[config.mk]
export PLATFORM = sky130hd
export DESIGN_NAME = lprg_rot_cell
export DESIGN_NICKNAME = d
export VERILOG_FILES = /design/src/hdl/lprg_pkg.sv /design/src/hdl/lprg_rot_cell.sv
export SDC_FILE = /design/constraint.sdc
export NUM_CORES = 1
export LEC_CHECK = 0
export ABC_AREA = 1
export CAP_MARGIN = 10
export CORE_MARGIN = 2
export CORE_UTILIZATION = 52
export CTS_CLUSTER_DIAMETER = 30
export DETAILED_ROUTE_END_ITERATION = 8
export DONT_BUFFER_PORTS = 1
export PLACE_DENSITY_LB_ADDON = 0.05
export REMOVE_ABC_BUFFERS = 1
export SKIP_LAST_GASP = 1
export SLEW_MARGIN = 40
export SYNTH_ARGS = -nofsm -noshare
export SYNTH_HDL_FRONTEND = slang
export SYNTH_SLANG_ARGS = --single-unit
[constraint.sdc]
create_clock -name clk_i -period 1.8 [get_ports clk_i]
set_input_delay 0.36 -clock clk_i [delete_from_list [all_inputs] [get_ports clk_i]]
set_output_delay 0.36 -clock clk_i [all_outputs]
set_load 0.05 [all_outputs]
[src/hdl/lprg_pkg.sv]
// Shared constants, types and arctangent table for the phase ramp generator.
package lprg_pkg;

  localparam int unsigned MAX_POINTS = 4096;
  localparam int unsigned OUT_BITS   = 16;
  localparam int unsigned ROT_STEPS  = 24;
  localparam int unsigned NUM_W      = 13;
  localparam int unsigned IDX_W      = 12;
  localparam int unsigned SHIFT_W    = 24;
  localparam int unsigned ROT_W      = 44;
  localparam int unsigned ANG_W      = 33;
  localparam int unsigned PROD_W     = 41;
  localparam int unsigned ADDR_W     = 4;

  localparam logic [ADDR_W-1:0] ADDR_NUM    = 4'h0;
  localparam logic [ADDR_W-1:0] ADDR_ORIGIN = 4'h4;
  localparam logic [ADDR_W-1:0] ADDR_SHIFT  = 4'h8;

  localparam logic signed [ROT_W-1:0] ROT_GAIN = 44'sd667681662976;

  typedef struct packed {
    logic                     vld;
    logic                     neg;
    logic                     beyond;
    logic [IDX_W-1:0]         idx;
    logic signed [ROT_W-1:0]  x;
    logic signed [ROT_W-1:0]  y;
    logic signed [ANG_W-1:0]  z;
  } rot_t;

  function automatic logic signed [ANG_W-1:0] atan_turn(input int unsigned k);
    logic signed [ANG_W-1:0] v;
    v = '0;
    case (k)
      0: v = 33'sd536870912;   1: v = 33'sd316933406;
      2: v = 33'sd167458907;   3: v = 33'sd85004756;
      4: v = 33'sd42667331;    5: v = 33'sd21354465;
      6: v = 33'sd10679838;    7: v = 33'sd5340245;
      8: v = 33'sd2670163;     9: v = 33'sd1335087;
      10: v = 33'sd667544;     11: v = 33'sd333772;
      12: v = 33'sd166886;     13: v = 33'sd83443;
      14: v = 33'sd41722;      15: v = 33'sd20861;
      16: v = 33'sd10430;      17: v = 33'sd5215;
      18: v = 33'sd2608;       19: v = 33'sd1304;
      20: v = 33'sd652;        21: v = 33'sd326;
      22: v = 33'sd163;        23: v = 33'sd81;
      default: v = '0;
    endcase
    return v;
  endfunction

endpackage

[src/hdl/lprg_rot_cell.sv]
// One rotation cell: a single CORDIC micro-rotation with its own registers.
module lprg_rot_cell #(
  parameter int unsigned STEP = 0
) (
  input  logic           clk_i,
  input  logic           rst_ni,
  input  lprg_pkg::rot_t in_i,
  output lprg_pkg::rot_t out_o
);
  lprg_pkg::rot_t cur_d;
  lprg_pkg::rot_t cur_q;
  logic signed [lprg_pkg::ROT_W-1:0] xs;
  logic signed [lprg_pkg::ROT_W-1:0] ys;

  always_comb begin
    xs = in_i.x >>> STEP;
    ys = in_i.y >>> STEP;
    cur_d = in_i;
    if (!in_i.z[lprg_pkg::ANG_W-1]) begin
      cur_d.x = in_i.x - ys;
      cur_d.y = in_i.y + xs;
      cur_d.z = in_i.z - lprg_pkg::atan_turn(STEP);
    end else begin
      cur_d.x = in_i.x + ys;
      cur_d.y = in_i.y - xs;
      cur_d.z = in_i.z + lprg_pkg::atan_turn(STEP);
    end
  end

  always_ff @(posedge clk_i or negedge rst_ni) begin
    if (!rst_ni) begin
      cur_q <= '0;
    end else begin
      cur_q <= cur_d;
    end
  end

  assign out_o = cur_q;
endmodule

==> results.py <==
metrics = {
    "worst_setup_path": {
        "worstPathArrival_ns": 2.10,
        "timing.critical_path.mode_cell": "nand2_1",
        "cp-end-kind": "flip-flop",
        "cp_cell_sequence": "inv_1 -> ha_4 -> nand2_1 -> nor2_1 -> buf_4 -> a21oi_1 -> o21ai_2 -> nand2_1 -> nand2_1 -> nand2_1 -> nand3_1 -> nand2_1",
        "path_class": "primary input to flip-flop",
        "path_max_fanout": 8,
        "cp-start-kind": "primary input",
        "critPathBufInv": 2,
        "critical-path-top-delay-family": "simple AND/OR/NAND/NOR gates",
        "slowest_stage": "ha_4",
        "slowest_delay_ns": 0.33,
        "required_ns": 2.14,
    },
    "detailed_routing": {
        "dr.pass1.iters": 6,
        "drc": 0,
        "ant_nets": 0,
        "drt_wl_total_mm": 59.3,
        "routedWlPerCell_um": 18.2,
        "vias": 17500,
        "drt_iter0_markers": 1613,
        "vias_per_cell": 5.36,
    },
    "grt": {
        "antenna_found_initial": 0,
        "grt_max_degree": 136,
        "grt_first_pass_wirelength_mm": 88.3,
        "grt_pass1_vias": 16700,
        "overflow": 0,
        "grt_usage_pct": 39.4,
    },
    "die": {
        "core_um2": 27700,
        "die-area_um2": 29400,
        "start_util_pct": 52.6,
        "die_x_um": 171,
        "rows": 61,
        "fp.dieH_um": 171,
        "io_pins": 274,
    },
    "pwr": {
        "p_per_area_nw_per_um2": 738,
        "ir_drop_mv": 0.604,
        "p_leak_nw": 11.0,
    },
    "hold_path": {
        "hold_path.class": "primary input to asynchronous set/reset pin",
    },
    "logic_synthesis": {
        "seq_area_frac_synth_pct": 23.2,
        "ys_ff_latch": 135,
        "syn_avg_cell_area_um2": 5.92,
        "synth.distinct_cells": 42,
        "syn-cell-area_um2": 14600,
        "synthCells": 2466,
        "synth_warnings": 0,
    },
    "sta": {
        "setup_viol": 0,
        "rsz0062_at_grt": "true",
        "holdWs_ns": -0.405,
        "relSlewSlack_pct": 64.9,
        "worstMarginPinSlew_ns": 0.526,
        "timing.fmax_mhz": 568,
        "finalCritPeriodShare_pct": 97.8,
        "maxSlewViolCount": 0,
        "timing_hold_violations_final": 135,
        "fin_crit_ns": 1.76,
    },
    "final_layout": {
        "final_util_pct": 71.0,
        "nets": 3136,
        "final_area_um2": 19700,
        "layout.cells.non_filler": 3254,
        "largest_reg_flops": 135,
        "fillCellCount": 2354,
        "area_delta_synth_final_pct": 34.9,
        "drive_above_1_share_pct": 22.7,
    },
    "clock_network": {
        "cts_buffer_depth": 2,
        "cts_root_buf": "clkbuf_16",
        "cts.clk_slew.worst_paths_ns": 0.09,
        "clock_sinks": 135,
        "hold_buffers": 45,
        "cts_buffers": 17,
        "cts_tree": "done",
        "cts_max_level": 4,
    },
    "placed_design": {
        "hpwl_mm": 47.4,
        "postPlaceCellArea_um2": 17600,
        "io_buffers": 0,
        "gp_congestion": 1.07,
        "post-place-cells": 3169,
    },
    "status": {
        "status": "complete, but fails checks",
        "violations": "negative hold slack",
    },
    "run": {
        "cap_viol_max_count": 0,
    },
}
-- cell usage after synthesis --
master	n	area, µm²
o21ai_1	17	85.1
mux2_2	1	11.3
buf_4	26	195
o211ai_2	1	12.5
nand2_1	912	3420
nand2_2	8	50.1
buf_1	2	7.51
a211oi_1	1	7.51
clkbuf_1	10	37.5
and3_1	1	6.26
nand4_1	16	100
nand2_4	1	11.3
mux2i_1	2	20.0
xnor2_1	1	8.76
inv_2	19	71.3
nand3_2	4	40.0
nor3_1	9	45.0
xor2_1	29	254
ha_1	131	1640
buf_2	20	100
nor2_4	1	11.3
a21o_1	2	15.0
nand3_1	219	1100
a21oi_1	107	536
a21oi_2	7	61.3
nor4_1	1	6.26
o22ai_1	8	50.1
or2_0	3	18.8
nor2_1	209	785
clkinv_1	4	15.0
or2_1	1	6.26
nand3b_1	6	45.0
o21bai_1	28	210
buf_6	1	11.3
and2_1	4	25.0
o21bai_2	1	11.3
inv_1	429	1610
fa_1	4	80.1
o21ai_0	48	240
nor2_2	30	188
dfrtp_1	135	3380
o21ai_2	7	61.3
-- cell families (layout without fill, tap and decap cells) --
| family | count (synthesis) | after routing | share of synthesized area [%] |
|---|---|---|---|
| XOR/XNOR | 30 | 30 | 1.80 |
| AND/OR/NAND/NOR | 1425 | 1425 | 40.2 |
| other | 0 | 1 | 0 |
| AO/OA/AOI/OAI | 227 | 227 | 8.84 |
| multiplexers | 3 | 3 | 0.214 |
| adder cells (fa/ha/maj) | 135 | 135 | 11.8 |
| buffers and inverters | 511 | 920 | 14.0 |
| flip-flops | 135 | 135 | 23.2 |
-- worst max-delay path by stage --
stage | start | end | depth (start not counted)
5_1_grt | in_i[37] | out_o[96]$_DFF_PN0_ | 15
2_1_floorplan | in_i[32] | out_o[31]$_DFF_PN0_ | 3
4_1_cts | in_i[33] | out_o[49]$_DFF_PN0_ | 10
6_report | in_i[37] | out_o[109]$_DFF_PN0_ | 12
3_5_place_dp | in_i[48] | out_o[115]$_DFF_PN0_ | 13
3_3_place_gp | in_i[65] | out_o[70]$_DFF_PN0_ | 15
-- report_power, final --
group	internal [mW]	switching, mW
combinational	2.29	3.18
clock	2.22	1.75
sequential	3.41	1.67
total	7.92	6.60
-- routing by layer --
metal / up-vias / part of all wire (%) / wire, µm / global-route usage, %
met5: - / 0 / 0 / 0
met4: 0 / 6.0 / 3580 / 21.0
li1: 8308 / - / - / -
met2: 891 / 44 / 26100 / 62.6
met1: 8060 / 41 / 24100 / 50.3
met3: 191 / 9.2 / 5480 / 7.62
-- what timing repair did --
| item | 4_1_cts | 5_1_grt |
|---|---|---|
| endpoints found under the hold margin | 180 | 135 |
| gates resized for setup | 44 | 161 |
| setup buffers | 1 | 7 |
| setup endpoints to repair | 55 | 66 |
| cloned | 0 | 0 |
| pin swaps | 3 | 16 |
-- layout by cell type, fill, tap and decap left out, types with 4 or more instances in the layout --
cell,Yosys,layout
a21oi_1,107,96
o22ai_1,8,8
ha_2,0,5
nand2_1,912,888
o21ai_0,48,44
inv_6,0,6
nor3_2,0,4
dlygate4sd3_1,0,45
buf_4,26,389
xor2_1,29,28
nor2_2,30,60
dfrtp_1,135,135
nand3_2,4,7
clkbuf_16,0,17
nand3_1,219,212
ha_1,131,92
nand3b_1,6,6
o21ai_2,7,9
nor3_1,9,5
ha_4,0,34
a21oi_2,7,15
and2_1,4,4
inv_2,19,27
inv_1,429,421
nand4_1,16,16
o21bai_1,28,25
o21ai_1,17,16
nand2_2,8,31
nand3_4,0,4
nor2_4,1,16
nor2_1,209,164
-- stage by stage --
stage | TNS, ns | setup slack (ns) | total power, mW
4_1_cts | 0 | 0.00136 | 14.0
2_1_floorplan | -29.48 | -0.978 | 7.75
3_5_place_dp | -37.26 | -0.612 | 9.95
5_1_grt | -0.436 | -0.0712 | 15.2
3_3_place_gp | -34.10 | -0.565 | 9.87
6_report | 0 | 0.0395 | 14.5
-- cell type report --
cell class / count / area (µm²) / share of cell area, %
antenna: 1 / 2.50 / 0.0127
clock inverter: 14 / 186 / 0.948
sequential: 135 / 3380 / 17.2
tap: 378 / 473 / 2.40
timing repair buffer: 437 / 3430 / 17.4
clock buffer: 17 / 425 / 2.16
inverter: 452 / 1700 / 8.64
multi-input combinational: 1820 / 10100 / 51.2
Note: power is estimated with default switching activity, not from simulation.
